### src/rtl/core/cfss_pkg.sv
`timescale 1ns / 1ps
`default_nettype none
// ----------------------------------------------------------------------------
// cfss_pkg: shared types and constants for the clock field set sequencer
// Command codes, edit positions, field limits and the edit state record.
// ----------------------------------------------------------------------------
package cfss_pkg;

  localparam int unsigned HourW   = 5;
  localparam int unsigned MinuteW = 6;
  localparam int unsigned YearW   = 7;
  localparam int unsigned MonthW  = 4;
  localparam int unsigned DayW    = 5;
  localparam int unsigned PosW    = 3;
  localparam int unsigned CmdW    = 3;
  localparam int unsigned StepW   = 7;

  localparam logic [HourW-1:0]   HOUR_MAX   = HourW'(23);
  localparam logic [MinuteW-1:0] MINUTE_MAX = MinuteW'(59);
  localparam logic [YearW-1:0]   YEAR_MAX   = YearW'(99);
  localparam logic [MonthW-1:0]  MONTH_MIN  = MonthW'(1);
  localparam logic [MonthW-1:0]  MONTH_MAX  = MonthW'(12);
  localparam logic [DayW-1:0]    DAY_MIN    = DayW'(1);
  localparam logic [DayW-1:0]    DAY_MAX    = DayW'(31);

  localparam logic [CmdW-1:0] CMD_LOAD = 3'd0;
  localparam logic [CmdW-1:0] CMD_NEXT = 3'd1;
  localparam logic [CmdW-1:0] CMD_PREV = 3'd2;
  localparam logic [CmdW-1:0] CMD_UP   = 3'd3;
  localparam logic [CmdW-1:0] CMD_DOWN = 3'd4;

  localparam logic [PosW-1:0] POS_HOUR   = 3'd0;
  localparam logic [PosW-1:0] POS_MINUTE = 3'd1;
  localparam logic [PosW-1:0] POS_YEAR   = 3'd2;
  localparam logic [PosW-1:0] POS_MONTH  = 3'd3;
  localparam logic [PosW-1:0] POS_DAY    = 3'd4;

  typedef struct packed {
    logic [HourW-1:0]   hour;
    logic [MinuteW-1:0] minute;
    logic [YearW-1:0]   year;
    logic [MonthW-1:0]  month;
    logic [DayW-1:0]    day;
  } time_fields_t;

  typedef struct packed {
    time_fields_t    fields;
    logic [PosW-1:0] pos;
    logic            done;
  } edit_state_t;

  typedef struct packed {
    logic [CmdW-1:0] cmd;
    time_fields_t    load;
  } edit_item_t;

  // One wrapping step of a field within lo..hi; values outside go to hi on a decrement and to lo on an increment.
  function automatic logic [StepW-1:0] wrap_step(input logic [StepW-1:0] v,
                                                 input logic [StepW-1:0] lo,
                                                 input logic [StepW-1:0] hi,
                                                 input logic             dec);
    logic [StepW-1:0] res;
    if (dec) begin
      if (v <= lo || v > hi) res = hi;
      else res = v - StepW'(1);
    end else begin
      if (v >= hi || v < lo) res = lo;
      else res = v + StepW'(1);
    end
    return res;
  endfunction

endpackage
`default_nettype wire

### src/rtl/core/cfss_next.sv
`timescale 1ns / 1ps
`default_nettype none
// ----------------------------------------------------------------------------
// cfss_next: next edit state
// Applies one command (load, next, previous, up, down) to the edit state.
// ----------------------------------------------------------------------------
module cfss_next (
  input  cfss_pkg::edit_state_t cur,
  input  cfss_pkg::edit_item_t  item,
  output cfss_pkg::edit_state_t nxt
);
  import cfss_pkg::*;

  time_fields_t clamped;
  logic         dec;

  always_comb begin
    clamped = item.load;
    if (item.load.hour > HOUR_MAX) clamped.hour = HOUR_MAX;
    if (item.load.minute > MINUTE_MAX) clamped.minute = MINUTE_MAX;
    if (item.load.year > YEAR_MAX) clamped.year = YEAR_MAX;
    if (item.load.month < MONTH_MIN) clamped.month = MONTH_MIN;
    else if (item.load.month > MONTH_MAX) clamped.month = MONTH_MAX;
    if (item.load.day < DAY_MIN) clamped.day = DAY_MIN;
  end

  assign dec = (item.cmd == CMD_UP);

  always_comb begin
    nxt = cur;
    if (item.cmd == CMD_LOAD) begin
      nxt.fields = clamped;
      nxt.pos    = POS_HOUR;
      nxt.done   = 1'b0;
    end else if (!cur.done) begin
      unique case (item.cmd)
        CMD_NEXT: begin
          if (cur.pos >= POS_DAY) begin
            nxt.pos  = POS_DAY;
            nxt.done = 1'b1;
          end else begin
            nxt.pos = cur.pos + PosW'(1);
          end
        end
        CMD_PREV: begin
          if (cur.pos != POS_HOUR) nxt.pos = cur.pos - PosW'(1);
        end
        CMD_UP, CMD_DOWN: begin
          unique case (cur.pos)
            POS_HOUR: nxt.fields.hour = HourW'(wrap_step(StepW'(cur.fields.hour),
                StepW'(0), StepW'(HOUR_MAX), dec));
            POS_MINUTE: nxt.fields.minute = MinuteW'(wrap_step(
                StepW'(cur.fields.minute), StepW'(0), StepW'(MINUTE_MAX), dec));
            POS_YEAR: nxt.fields.year = YearW'(wrap_step(StepW'(cur.fields.year),
                StepW'(0), StepW'(YEAR_MAX), dec));
            POS_MONTH: nxt.fields.month = MonthW'(wrap_step(StepW'(cur.fields.month),
                StepW'(MONTH_MIN), StepW'(MONTH_MAX), dec));
            POS_DAY: nxt.fields.day = DayW'(wrap_step(StepW'(cur.fields.day),
                StepW'(DAY_MIN), StepW'(DAY_MAX), dec));
            default: ;
          endcase
        end
        default: ;
      endcase
    end
  end

endmodule
`default_nettype wire

### src/rtl/core/clock_field_set_sequencer.sv
`timescale 1ns / 1ps
`default_nettype none
// Path: input register, next-state logic, then the edit state register, which also
// serves as the result register.
// Throughput: one item per cycle unless the output stalls (out_tready low).
// Reset (synchronous, rst_n low): both stages empty, fields 00:00 year 0, month 1,
// day 1, position hour, done clear.
// ----------------------------------------------------------------------------
// clock_field_set_sequencer: button-driven time-setting sequencer
// Input register, next-state update and registered edit state on the output.
// ----------------------------------------------------------------------------
module clock_field_set_sequencer (
  input  wire logic        clk,
  input  wire logic        rst_n,
  input  wire logic        in_tvalid,
  output logic             in_tready,
  // tdata: load_hour[4:0], load_minute[10:5], load_year[17:11],
  //        load_month[21:18], load_day[26:22], zero[31:27]
  input  wire logic [31:0] in_tdata,
  // tuser: command[2:0]
  input  wire logic [2:0]  in_tuser,
  output logic             out_tvalid,
  input  wire logic        out_tready,
  // tdata: hour_out[4:0], minute_out[10:5], year_out[17:11], month_out[21:18],
  //        day_out[26:22], edit_position[29:27], done_res[30], zero[31]
  output logic [31:0]      out_tdata
);
  import cfss_pkg::*;

  edit_item_t  item_r, item_nxt;
  logic        item_valid_r;
  edit_state_t state_r, state_nxt;
  logic        out_valid_r;
  logic        advance;

  // The item moves on when the result slot is empty or being drained.
  assign advance   = item_valid_r && (!out_valid_r || out_tready);
  assign in_tready = !item_valid_r || advance;

  always_comb begin
    item_nxt.cmd         = in_tuser;
    item_nxt.load.hour   = in_tdata[4:0];
    item_nxt.load.minute = in_tdata[10:5];
    item_nxt.load.year   = in_tdata[17:11];
    item_nxt.load.month  = in_tdata[21:18];
    item_nxt.load.day    = in_tdata[26:22];
  end

  cfss_next u_next (
    .cur  (state_r),
    .item (item_r),
    .nxt  (state_nxt)
  );

  always_ff @(posedge clk) begin
    if (!rst_n) begin
      item_valid_r <= 1'b0;
    end else if (in_tready) begin
      item_valid_r <= in_tvalid;
    end
  end

  always_ff @(posedge clk) begin
    if (in_tready && in_tvalid) begin
      item_r <= item_nxt;
    end
  end

  always_ff @(posedge clk) begin
    if (!rst_n) begin
      out_valid_r          <= 1'b0;
      state_r.fields.hour   <= '0;
      state_r.fields.minute <= '0;
      state_r.fields.year   <= '0;
      state_r.fields.month  <= MONTH_MIN;
      state_r.fields.day    <= DAY_MIN;
      state_r.pos           <= POS_HOUR;
      state_r.done          <= 1'b0;
    end else begin
      if (advance) begin
        state_r     <= state_nxt;
        out_valid_r <= 1'b1;
      end else if (out_tready) begin
        out_valid_r <= 1'b0;
      end
    end
  end

  assign out_tvalid = out_valid_r;
  assign out_tdata  = {1'b0, state_r.done, state_r.pos, state_r.fields.day,
                       state_r.fields.month, state_r.fields.year,
                       state_r.fields.minute, state_r.fields.hour};

endmodule
`default_nettype wire

### config.mk
export PLATFORM = sky130hd
export DESIGN_NAME = clock_field_set_sequencer
export DESIGN_NICKNAME = d
export VERILOG_FILES = /design/src/rtl/core/cfss_pkg.sv /design/src/rtl/core/cfss_next.sv /design/src/rtl/core/clock_field_set_sequencer.sv
export SDC_FILE = /design/constraint.sdc
export NUM_CORES = 1
export LEC_CHECK = 0
export BUFFER_PORTS_ARGS = -buffer_cell sky130_fd_sc_hd__buf_2
export CORE_ASPECT_RATIO = 1.5
export CORE_MARGIN = 2
export CORE_UTILIZATION = 25
export DETAILED_ROUTE_END_ITERATION = 12
export GPL_TIMING_DRIVEN = 0
export PLACE_DENSITY = 0.47
export SYNTH_ARGS = -nofsm -noshare
export SYNTH_HDL_FRONTEND = slang
export SYNTH_SLANG_ARGS = --single-unit
export TNS_END_PERCENT = 1
### constraint.sdc
create_clock -name clk -period 2.79 [get_ports clk]
set_input_delay 0 -clock clk [delete_from_list [all_inputs] [get_ports clk]]
set_output_delay 0 -clock clk [all_outputs]
set_load 0.05 [all_outputs]
-- After elaboration in Yosys (flattened, before gate mapping)
Cells that the tools add are included.
- register bits after elaboration: 63
- input port bits: 39
- output and inout bits: 34
- logic and storage cells: 128
- add/subtract/negate cells: 12
- order comparisons: 24
- equality and inequality tests: 10
- muxes and demuxes: 36
- reductions and logical operators: 31
- operators with widths (operator ; count):
    2-to-1 mux 31 bit ; 2
    2-to-1 mux 5 bit ; 10
    2-to-1 mux 7 bit ; 5
    2-to-1 mux 6 bit ; 5
    2-to-1 mux 27 bit ; 1
    2-to-1 mux 4 bit ; 6
    AND reduction 4 bit ; 6
    > comparator 7 bit (second input constant) ; 2
    nonzero test 2 bit ; 7
    equality test 3 x 2 -> 1 bit (second input constant) ; 4
    > comparator 6 bit (second input constant) ; 2
    adder 5 x 1 -> 5 bit (second input constant) ; 2
    >= comparator 5 bit (second input constant) ; 2
    > comparator 5 bit (second input constant) ; 2
    less-or-equal comparator 5 x 1 -> 1 bit (second input constant) ; 2
    < comparator 5 x 1 -> 1 bit (second input constant) ; 2
    subtractor 5 x 1 -> 5 bit (second input constant) ; 2
    logical OR 1 bit ; 9
    > comparator 4 bit (second input constant) ; 2
    < comparator 4 x 1 -> 1 bit (second input constant) ; 2
    adder 7 x 1 -> 7 bit (second input constant) ; 1
    >= comparator 7 bit (second input constant) ; 1
    less-or-equal comparator 7 x 1 -> 1 bit (second input constant) ; 1
    < comparator 7 x 1 -> 1 bit (second input constant) ; 1
    24 further kinds ; 34

-- Logic depth before layout (Yosys ltp)
Gate-level depths: netlist (run 1).
- depth in word-level cells: 8
- mapped depth: 9
- gate-level depth less buffers: 8

-- Hierarchy
From an unflattened synthesis (run 1), not the netlist that was laid out.
- cells, all modules: 543
- area, all modules: 4539.4 um^2
- by module, submodules not included (module ; instances ; cells each ; area an instance (um^2) ; sequential area each (um^2)):
    cfss_next ; 1 ; 366 ; 2273.4 ; 0.0
    clock_field_set_sequencer ; 1 ; 177 ; 2265.9 ; 1561.5

-- Worst setup path after synthesis (run 1)
Ideal clock, no wire load.
- kind: register to register
- start: register state_r, in the netlist out_tdata[13]
- end: register state_r, in the netlist out_tdata[14]
- library setup time: 0.061 ns
- arrival time: 2.322 ns
- slack: 0.407 ns
- stages on the path, launching flop included: 10
- clock period less this slack: 2.383 ns
- path through: dfxtp_1 -> buf_6 -> or3_1 -> buf_2 -> or3_1 -> a41oi_2 -> and3_1 -> buf_4 -> a32o_1 -> a22o_1
- word-level cells in the longest chain between the ends: 8
- ends and longest elaborated chain (item ; RTL line ; RTL):
    from (decl) ; clock_field_set_sequencer.sv:32 ; edit_state_t state_r, state_nxt;
    from (signal assigned) ; clock_field_set_sequencer.sv:81 ; state_r <= state_nxt;
    >= comparator 7 bit, or another cell as far along ; cfss_pkg.sv:67 ; if (v >= hi || v < lo) res = lo;
    logical OR 1 bit, on equally long branches ; cfss_pkg.sv:67, cfss_pkg.sv:64 ;
    2-to-1 mux 7 bit, on equally long branches ; cfss_pkg.sv:67, cfss_pkg.sv:64 ;
    2-to-1 mux 7 bit * ; cfss_pkg.sv:63 ; if (dec) begin
    2-to-1 mux 7 bit * ; cfss_next.sv:49 ; unique case (cur.pos)
    2-to-1 mux 27 bit * ; cfss_next.sv:36 ; unique case (item.cmd)
    2-to-1 mux 31 bit * ; cfss_next.sv:35 ; end else if (!cur.done) begin
    2-to-1 mux 31 bit * ; cfss_next.sv:31 ; if (item.cmd == CMD_LOAD) begin
Every way passes the cells marked *; elsewhere a longest branch is shown, timed or not. The select of a mux whose other input is x is not followed.
A chain may end at the register's enable or synchronous reset.

-- Worst setup path in the final report (run 1)
- start: register item_r[28] (netlist name)
- end: register state_r, in the netlist out_tdata[9]
- word-level cells in the longest chain between the ends: 6
- ends and longest elaborated chain (item ; RTL line ; RTL):
    from (decl) ; clock_field_set_sequencer.sv:30 ; edit_item_t item_r, item_nxt;
    from (signal assigned) ; clock_field_set_sequencer.sv:65 ; item_r <= item_nxt;
    equality test 3 x 2 -> 1 bit ; cfss_next.sv:27, cfss_next.sv:36 ;
    2-to-1 mux 6 bit ; cfss_pkg.sv:63 ;
    2-to-1 mux 6 bit ; cfss_next.sv:49 ;
    2-to-1 mux 27 bit ; cfss_next.sv:36 ;
    2-to-1 mux 31 bit ; cfss_next.sv:35 ;
    2-to-1 mux 31 bit ; cfss_next.sv:31 ;
Parallel ways exist; a longest one is shown, timed or not. The select of a mux whose other input is x is not followed.

==> results.tsv, run 1 <==
metric	value	unit
status	finished, final reports clean	
die height	157	um
clk buf depth	2	
Final min period	2630	ps
XOR/XNOR Fraction of Synth Area	0.901	%
Mapped Area	3890	um^2
worst slack, placed	51.0	ps
drt pass-1 iters	5	
Synth Flop Type	dfxtp_1	
metal2 WL	6.49	mm
final estimated routing congestion in global placement	0.896	
Finish-stage setup viols	0	
initial core utilization	25.7	%
Max-Cap Viols	0	
GRT overflow	0	
fin worst setup slack	161	ps
DRT met1 WL	4.90	mm
Worst Tran Pin Value	882	ps
DRT antenna net count	0	
WP buf/inv	2	
Routed WL per cell	16.0	um
synthesized area per cell	8.40	um^2
yosys warns	0	
Fmax	380	MHz
clk root buf	clkbuf_16	
Highest Signal Layer	met4	
Synth Area in Compound Gates	25.4	%
total CTS buffers	9	
Sink Count	63	
largest net degree at the start of global routing	31	
depth of the CTS H-tree	3	
CTS clk-pin slew, worst paths	50	ps
Post-DP HPWL	9.06	mm
Max Slew Vio Count	0	
ys async rst share	0	%
Worst setup EP type	flop	
residual DRC count	0	
RSZ-0062 raised after global routing	no	
maximum vdd drop	218	uV
post-synthesis sequential area ratio	40.2	%
die area	16600	um^2
critical path's top delay family	buffers and inverters	
Chip Width	106	um
Max FO, Critical Path	10	
Core Footprint	15100	um^2
data required time at the worst endpoint	3030	ps
Fill cells	1641	
vias in the first global route	3926	
Rows	55	
slowest stage delay, CP	510	ps
Met3 Routed Length	554	um
vias	3993	
multiplexer area fraction after synthesis	1.09	%
critical setup path kind	reg -> reg	
main combinational cell family by area after synthesis	compound AO/OA/AOI/OAI gates	
Adder-Cell Fraction of Synth Area	6.44	%
top cells by area, synth	edfxtp_1, dfxtp_1, ha_1, a21oi_1, o21ai_0	
gr usage total	15.2	%
Antenna Cells	0	
final core occ	33.5	%
EDFF count, synth	30	
layout net count	631	
Tcrit/Tclk final	94.2	%
top-count cell post-synth	nor2_1	
Syn Inst Count	463	
port bufs	66	
first-pass GRT wire length	19.6	mm
Pleak	2.03	nW
setup TNS	0	ps
Setup crit start kind	flop	
Arr. time, crit path	2870	ps
Detailed Route WL	12.4	mm
share of the synthesized area in the top cell type	23.2	%
vias per cell	5.15	
Final Hold Vio Count	0	
Power per Cell Area	496	nW/um^2
Max-slew headroom	40.8	%
Synth Area in Simple Gates	20.6	%
top post-synthesis cells by count	nor2_1, a21oi_1, o21ai_0	
Mapped Nets	522	
cell taking the most area after synthesis	edfxtp_1	
area grow syn2layout	30.5	%
clock tree from TritonCTS	done	
synthesis-stage register bit count	63	
initial antenna violation count	0	
Distinct cells, synth	61	
ratio of cells with drive above 1 in the final layout	16.3	%
min-delay worst type	in -> reg	
clock skew	6.31	ps
IO Pins	73	
worst path cell trace	nand3b_1 > clkbuf_1 > clkbuf_1 > a31oi_1 > nand3b_1 > a21oi_1 > a31o_1	
CP max-delay cell	clkbuf_1	
Initial DRC Count	223	
clock latency on the worst-skew pair	340	ps
-- logic make-up (layout without fill, tap and decap cells) --
kind of cell	Yosys count	count (layout)
AOI/OAI and AO/OA	161	161
xor gates and xnor gates	4	4
adders and majority gates	20	20
buffers and inverters	50	164
DFF	63	63
muxes	4	4
other	1	1
and+or+nand+nor	160	160
-- power breakdown --
part	internal, W	switching [W]	total (W)
clock	0.000684	0.000413	0.00110
combinational	0.000140	0.000223	0.000364
sequential	0.00101	0.0000401	0.00105
-- flip-flops by register name, summed over array words and instances (netlist names) --
signal / flops
item_r: 30
out_tdata: 31
out_tvalid: 1
item_valid_r: 1
-- through the flow --
step	instances	hold slack, ps	instance area [um^2]	power, W
after floorplan	463	98.9	3890	0.00129
after global routing	776	93.8	5070	0.00263
after detailed placement	728	178	4470	0.00140
final	776	64.6	5070	0.00251
after global placement	728	177	4470	0.00140
after CTS	776	56.6	5070	0.00255
-- placed cells by master (no fill, tap or decap), types with 3 or more instances in the layout --
cell type,n
nor4_1,6
clkbuf_16,9
buf_2,69
nand3_1,18
o31ai_1,5
inv_1,21
a221oi_1,3
o22ai_1,6
nand2_1,37
a31oi_1,18
dlygate4sd3_1,32
or3_1,5
and3_1,8
dfxtp_1,33
edfxtp_1,30
o21ai_1,15
clkbuf_1,22
ha_1,20
o21ai_0,40
nor2_1,41
xnor2_1,4
o211ai_1,5
a211oi_1,4
a21oi_1,40
nor3_1,11
nor2b_1,5
nand4_1,7
nand2b_1,4
nand3b_1,4
-- per-layer routing --
metal	vias to the layer above	global-route usage [%]
met5	-	0
met4	0	8.90
met3	28	3.33
met2	110	27.5
met1	1911	16.0
li1	1944	-
-- final timing paths --
check,start,end,slack [ps],depth (start not counted)
max reg2reg,item_r[28]$_DFFE_PP_,out_tdata[9]$_SDFFE_PN0P_,160,7
max,item_r[28]$_DFFE_PP_,out_tdata[9]$_SDFFE_PN0P_,160,7
min,rst_n,item_valid_r$_SDFFE_PN0N_,60,3
min reg2reg,item_valid_r$_SDFFE_PN0N_,out_tvalid$_SDFFE_PN0P_,520,2
-- final cells by class --
class	count	area, um^2	share of cell area [%]
tap	199	249	4.91
clock inverter	5	50.0	0.987
clock buffer	11	233	4.59
buffer	29	129	2.54
sequential	63	1560	30.8
timing repair buffer	98	651	12.8
multi-input combinational	350	2120	41.8
inverter	21	78.8	1.55
-- worst reg2reg max path, delay by kind of cell, from the launching register on --
kind | cells | cell delay (ps)
AOI/OAI and AO/OA | 3 | 590
buffers and inverters | 2 | 970
DFF | 1 | 500
and+or+nand+nor | 2 | 460
-- what timing repair did --
| item | 4_1_cts | 5_1_grt |
|---|---|---|
| hold endpoints to repair | 32 | 0 |
| resized for setup | 0 | 1 |
| hold buffers | 32 | 0 |
| endpoints found under the setup margin | 0 | 4 |
| buffers inserted | 0 | 0 |
No activity file was read; power rests on OpenSTA's default activity.
==> run 2: changes to the inputs <==
--- a/config.mk
+++ b/config.mk
@@ -6,12 +6,13 @@
 export NUM_CORES = 1
 export LEC_CHECK = 0
 export BUFFER_PORTS_ARGS = -buffer_cell sky130_fd_sc_hd__buf_2
+export CAP_MARGIN = 0
 export CORE_ASPECT_RATIO = 1.5
 export CORE_MARGIN = 2
-export CORE_UTILIZATION = 25
+export CORE_UTILIZATION = 45
 export DETAILED_ROUTE_END_ITERATION = 12
 export GPL_TIMING_DRIVEN = 0
-export PLACE_DENSITY = 0.47
+export PLACE_DENSITY = 0.72
 export SYNTH_ARGS = -nofsm -noshare
 export SYNTH_HDL_FRONTEND = slang
 export SYNTH_SLANG_ARGS = --single-unit
==> constraint.sdc (replaced) <==
create_clock -name clk -period 2.79 [get_ports clk]
set_input_delay 0.279 -clock clk [delete_from_list [all_inputs] [get_ports clk]]
set_output_delay 0.279 -clock clk [all_outputs]
set_load 0.05 [all_outputs]
==> results.tsv, run 2 (synthesis results as in run 1) <==
metric	value	unit	change
Post-DP HPWL	8.05	mm	-11%
port bufs	66		unchanged
setup TNS	0	ps	unchanged
drt pass-1 iters	5		unchanged
logic gate share of total power	12.9	%	-1.6 points
clock skew	5.03	ps	-1.28 ps
clock latency on the worst-skew pair	330	ps	about the same
M3 GR Usage	4.91	%	+1.6 points
Pwr Total	0.00256	W	+1.9%
Power per Cell Area	550	nW/um^2	+11%
ratio of cells with drive above 1 in the final layout	17.4	%	+1.1 points
Sequential Power Share	41.1	%	-0.8 points
worst path cell trace	nand3b_1 > clkbuf_1 > clkbuf_1 > o21ai_1 > a211oi_1 > o32a_1 > a21oi_1		
GR peak layer	met2		
maximum vdd drop	389	uV	+79%
data required time at the worst endpoint	2960	ps	-70 ps
Detailed Route WL	11.3	mm	-9.1%
Worst Tran Pin Value	784	ps	-97.7 ps
GRT overflow	0		unchanged
clk buf depth	2		unchanged
Reg2Reg Launch Point	item_r[28]$_DFFE_PP_		
Core Footprint	8410	um^2	-44%
r2r endpoint	out_tdata[3]$_SDFFE_PN0P_		
Sink Count	63		unchanged
Clock Power Share	46.0	%	+2.4 points
GR Layer Usage met1	27.5	%	+12 points
total CTS buffers	9		unchanged
critical setup path kind	reg -> reg		
met2 usage	43.8	%	+16 points
Fill cells	782		-52%
CP startpoint	item_r[28]$_DFFE_PP_		
Final Non-Filler Cells	652		-16%
RSZ-0062 raised after global routing	no		
max FFs per register	31		unchanged
Final Hold Vio Count	0		unchanged
Antenna Cells	0		unchanged
critical path's top delay family	buffers and inverters		
IO Pins	73		unchanged
switching share of power	25.8	%	-1.1 points
Max FO, Critical Path	10		unchanged
WP buf/inv	2		unchanged
slowest stage delay, CP	510	ps	about the same
sw power	0.000662	W	-2.2%
placed cells	636		-13%
largest net degree at the start of global routing	31		unchanged
commonest cells after routing, fill and taps aside	buf_2, nor2_1, o21ai_0, a21oi_1, nand2_1		
most common cell after layout, fill and taps aside	buf_2		
clk root buf	clkbuf_16		
Max-Cap Viols	0		unchanged
Resize count post-CTS	0		unchanged
CP max-delay cell	edfxtp_1		
most used cell, CP	clkbuf_1		
Setup Buffers After CTS	0		unchanged
fin worst setup slack	124	ps	-36.9 ps
initial core utilization	46.2	%	+21 points
CTS clk-pin slew, worst paths	60	ps	about the same
Fmax	375	MHz	-1.4%
Initial DRC Count	301		+35%
vias	3963		-0.75%
area grow syn2layout	19.9	%	
residual DRC count	0		unchanged
Worst Hold End	item_r[2]$_DFFE_PP_		
vias per cell	6.08		+18%
clock tree from TritonCTS	done		
Routed WL per cell	17.3	um	+8.2%
Chip Width	79.9	um	-25%
Max Slew Vio Count	0		unchanged
Final min period	2670	ps	+36.9 ps
Max-slew headroom	47.3	%	+6.6 points
Setup crit start kind	flop		
layout net count	599		-5.1%
gr usage total	24.5	%	+9.3 points
internal power	0.00190	W	+3.4%
Pleak	1.92	nW	-5.8%
hold path startpoint	in_tdata[24]		
die height	118	um	-25%
min-delay worst type	in -> reg		
Finish-stage setup viols	0		unchanged
# hold bufs at CTS	0		-100%
vias in the first global route	3780		-3.7%
worst slack, placed	143	ps	+92.0 ps
initial antenna violation count	0		unchanged
depth of the CTS H-tree	3		unchanged
Worst R2R Setup Slack	120	ps	-40 ps
status	finished, final reports clean		
Arr. time, crit path	2830	ps	-40 ps
Rows	41		-25%
final estimated routing congestion in global placement	0.910		+1.6%
R2R depth	7		unchanged
Tcrit/Tclk final	95.6	%	+1.3 points
first-pass GRT wire length	18.1	mm	-7.7%
die area	9410	um^2	-43%
worst hold stages	1		-2
DRT antenna net count	0		unchanged
Worst setup EP type	flop		
## run 2: changes by cell type in the layout (fill, tap and decap cells not counted)
cell | previous run | this run
clkinvlp_4 | 1 | 0
clkinv_1 | 2 | 1
bufinv_16 | 1 | 2
clkinv_2 | 1 | 2
dlygate4sd3_1 | 32 | 0
## run 2: per-layer routing
| metal | part of all wire [%] | vias to the layer above |
|---|---|---|
| met2 | 52 | 184 |
| met5 | 0 | - |
| met1 | 39 | 1859 |
| li1 | - | 1888 |
| met4 | 2.9 | 0 |
| met3 | 6.1 | 32 |
## run 2: worst max-delay path by stage
stage,end,cells after the start
CTS,out_tdata[26]$_SDFFE_PN0P_,7
global placement,out_tdata[26]$_SDFFE_PN0P_,7
floorplan,out_tdata[14]$_SDFFE_PN0P_,9
finish,out_tdata[3]$_SDFFE_PN0P_,7
global route,out_tdata[9]$_SDFFE_PN0P_,7
detailed placement,out_tdata[23]$_SDFFE_PN0P_,7
## run 2: metrics by stage
stage	instance area [um^2]	util, %	hold WS, ps
after global routing	4660	55.4	111
after detailed placement	4350	51.7	457
after global placement	4350	51.7	456
after CTS	4660	55.4	106
after floorplan	3890	-	378
final	4660	55.4	117
## run 2: final cells by class
| type | count | area (um^2) | share of cell area (%) |
|---|---|---|---|
| Multi-Input combinational cell | 350 | 2120 | 45.5 |
| Sequential cell | 63 | 1560 | 33.5 |
| Timing Repair Buffer | 66 | 330 | 7.09 |
| Clock buffer | 11 | 233 | 4.99 |
| Tap cell | 107 | 134 | 2.87 |
| Buffer | 29 | 129 | 2.77 |
| Inverter | 21 | 78.8 | 1.69 |
| Clock inverter | 5 | 73.8 | 1.58 |
## run 2: power groups by stage
stage	Combinational (W)	Sequential, W	Clock, W
after floorplan	0.000187	0.00110	0
after global routing	0.000359	0.00106	0.00124
final	0.000331	0.00105	0.00118
after CTS	0.000326	0.00105	0.00120
after detailed placement	0.000323	0.00107	0
after global placement	0.000319	0.00107	0
==> run 3: changes to the inputs <==
--- a/config.mk
+++ b/config.mk
@@ -7,12 +7,14 @@
 export LEC_CHECK = 0
 export BUFFER_PORTS_ARGS = -buffer_cell sky130_fd_sc_hd__buf_2
 export CAP_MARGIN = 0
+export CELL_PAD_IN_SITES_DETAIL_PLACEMENT = 2
+export CELL_PAD_IN_SITES_GLOBAL_PLACEMENT = 2
 export CORE_ASPECT_RATIO = 1.5
 export CORE_MARGIN = 2
-export CORE_UTILIZATION = 45
+export CORE_UTILIZATION = 33
 export DETAILED_ROUTE_END_ITERATION = 12
 export GPL_TIMING_DRIVEN = 0
-export PLACE_DENSITY = 0.72
+export PLACE_DENSITY = 0.85
 export SYNTH_ARGS = -nofsm -noshare
 export SYNTH_HDL_FRONTEND = slang
 export SYNTH_SLANG_ARGS = --single-unit
==> results.tsv, run 3 (synthesis results as in run 1) <==
metric	value	unit	change
clk buf depth	2		unchanged
IO Pins	73		unchanged
Pleak	1.92	nW	about the same
Resize count post-CTS	0		unchanged
setup TNS	0	ps	unchanged
initial core utilization	33.7	%	-12 points
ratio of cells with drive above 1 in the final layout	18.0	%	+0.55 points
Fill cells	1382		+77%
maximum vdd drop	315	uV	-19%
r2r endpoint	out_tdata[1]$_SDFFE_PN0P_		
WP buf/inv	2		unchanged
Rows	48		+17%
Routed WL per cell	21.2	um	+23%
min-delay worst type	in -> reg		
max FFs per register	31		unchanged
Finish-stage setup viols	0		unchanged
Setup crit start kind	flop		
R2R depth	7		unchanged
die area	12700	um^2	+35%
RSZ-0062 raised after global routing	no		
largest net degree at the start of global routing	31		unchanged
commonest cells after routing, fill and taps aside	buf_2, nor2_1, o21ai_0, a21oi_1, nand2_1		
gr usage total	23.8	%	-0.72 points
slowest stage delay, CP	540	ps	+30 ps
CTS clk-pin slew, worst paths	60	ps	about the same
clock tree from TritonCTS	done		
residual DRC count	0		unchanged
Final Hold Vio Count	0		unchanged
Initial DRC Count	144		-52%
vias	3960		-0.076%
first-pass GRT wire length	23.2	mm	+29%
most used cell, CP	clkbuf_1		
hold path startpoint	in_tdata[19]		
critical path's top delay family	buffers and inverters		
GRT overflow	0		unchanged
drt pass-1 iters	4		-1
Max-slew headroom	46.7	%	-0.62 points
clk root buf	clkbuf_16		
DRT antenna net count	0		unchanged
Max Slew Vio Count	0		unchanged
vias in the first global route	4402		+16%
Post-DP HPWL	10.7	mm	+33%
total CTS buffers	9		unchanged
critical setup path kind	reg -> reg		
CP max-delay cell	clkbuf_1		
Min Hold Slack	108	ps	-8.88 ps
Fmax	387	MHz	+3.1%
port bufs	66		unchanged
clock latency on the worst-skew pair	340	ps	about the same
data required time at the worst endpoint	3060	ps	+100 ps
most common cell after layout, fill and taps aside	buf_2		
Worst Tran Pin Value	799	ps	+15.3 ps
Reg2Reg Launch Point	item_r[28]$_DFFE_PP_		
worst hold stages	1		unchanged
Worst Hold End	item_r[6]$_DFFE_PP_		
Worst R2R Setup Slack	200	ps	+80 ps
Sink Count	63		unchanged
vias per cell	5.70		-6.3%
area grow syn2layout	21.5	%	
initial antenna violation count	0		unchanged
Chip Width	92.6	um	+16%
Setup Buffers After CTS	0		unchanged
Max-Cap Viols	0		unchanged
Antenna Cells	0		unchanged
depth of the CTS H-tree	3		unchanged
layout net count	599		unchanged
worst path cell trace	nand3b_1 > clkbuf_1 > clkbuf_1 > o2111ai_1 > o21ai_1 > nor2_1 > a21oi_1		
# hold bufs at CTS	0		unchanged
Worst setup EP type	flop		
Tcrit/Tclk final	92.7	%	-2.9 points
Max FO, Critical Path	10		unchanged
final estimated routing congestion in global placement	0.877		-3.6%
clock skew	5.15	ps	+0.116 ps
status	finished, final reports clean		
die height	137	um	+16%
Power per Cell Area	554	nW/um^2	+0.72%
Final min period	2590	ps	-79.7 ps
Arr. time, crit path	2860	ps	+30 ps
Detailed Route WL	14.8	mm	+31%
Core Footprint	11500	um^2	+37%
-- run 3: changes by cell type in the layout (fill, tap and decap cells not counted), sizes merged --
cell	delta
clkinvlp	+2
clkbuf	-1
clkinv	-1
-- run 3: cell type report --
cell class                      count  area [um^2]  share of cell area (%)
Buffer                             29          130                    2.75
Clock buffer                       10          229                    4.85
Clock inverter                      6         85.1                    1.80
Inverter                           21         78.8                    1.67
Multi-Input combinational cell    350         2120                    44.9
Sequential cell                    63         1560                    33.1
Tap cell                          150          188                    3.97
Timing Repair Buffer               66          330                    6.99
-- run 3: how the worst max path moves through the flow --
stage,startpoint,end,cells past startpoint
after floorplan,out_tdata[13]$_SDFFE_PN0P_,out_tdata[14]$_SDFFE_PN0P_,9
final,item_r[28]$_DFFE_PP_,out_tdata[1]$_SDFFE_PN0P_,7
after global placement,item_r[29]$_DFFE_PP_,out_tdata[26]$_SDFFE_PN0P_,7
after detailed placement,item_r[29]$_DFFE_PP_,out_tdata[23]$_SDFFE_PN0P_,7
after global routing,item_r[28]$_DFFE_PP_,out_tdata[1]$_SDFFE_PN0P_,7
after CTS,item_r[29]$_DFFE_PP_,out_tdata[23]$_SDFFE_PN0P_,7
-- run 3: worst register-to-register path: cells and delay by family, from the launching register on --
kind,cells,cell delay (ps)
flops,1,520
simple gates,2,380
buf+inv,2,1010
compound gates,3,610
-- run 3: routing by layer --
layer	track usage [%]	up-vias	wire length, um
li1	-	1875	-
met4	9.31	0	238
met1	25.9	1976	5710
met2	45.9	90	8230
met3	3.36	19	573
met5	0	-	0
-- run 3: where the power goes --
group	switching (W)	internal (W)
clock	0.000431	0.000778
combinational	0.000237	0.000112
sequential	0.0000437	0.00101
-- run 3: stage by stage --
step	util, %	setup slack, ps	area, um^2	total power [W]	std cells
floorplan	-	407	3890	0.00129	463
global placement	38.2	96.1	4410	0.00140	679
detailed placement	38.2	25.8	4410	0.00142	679
CTS	40.9	22.3	4720	0.00263	695
global route	41.0	51.8	4720	0.00271	695
finish	41.0	204	4720	0.00262	695
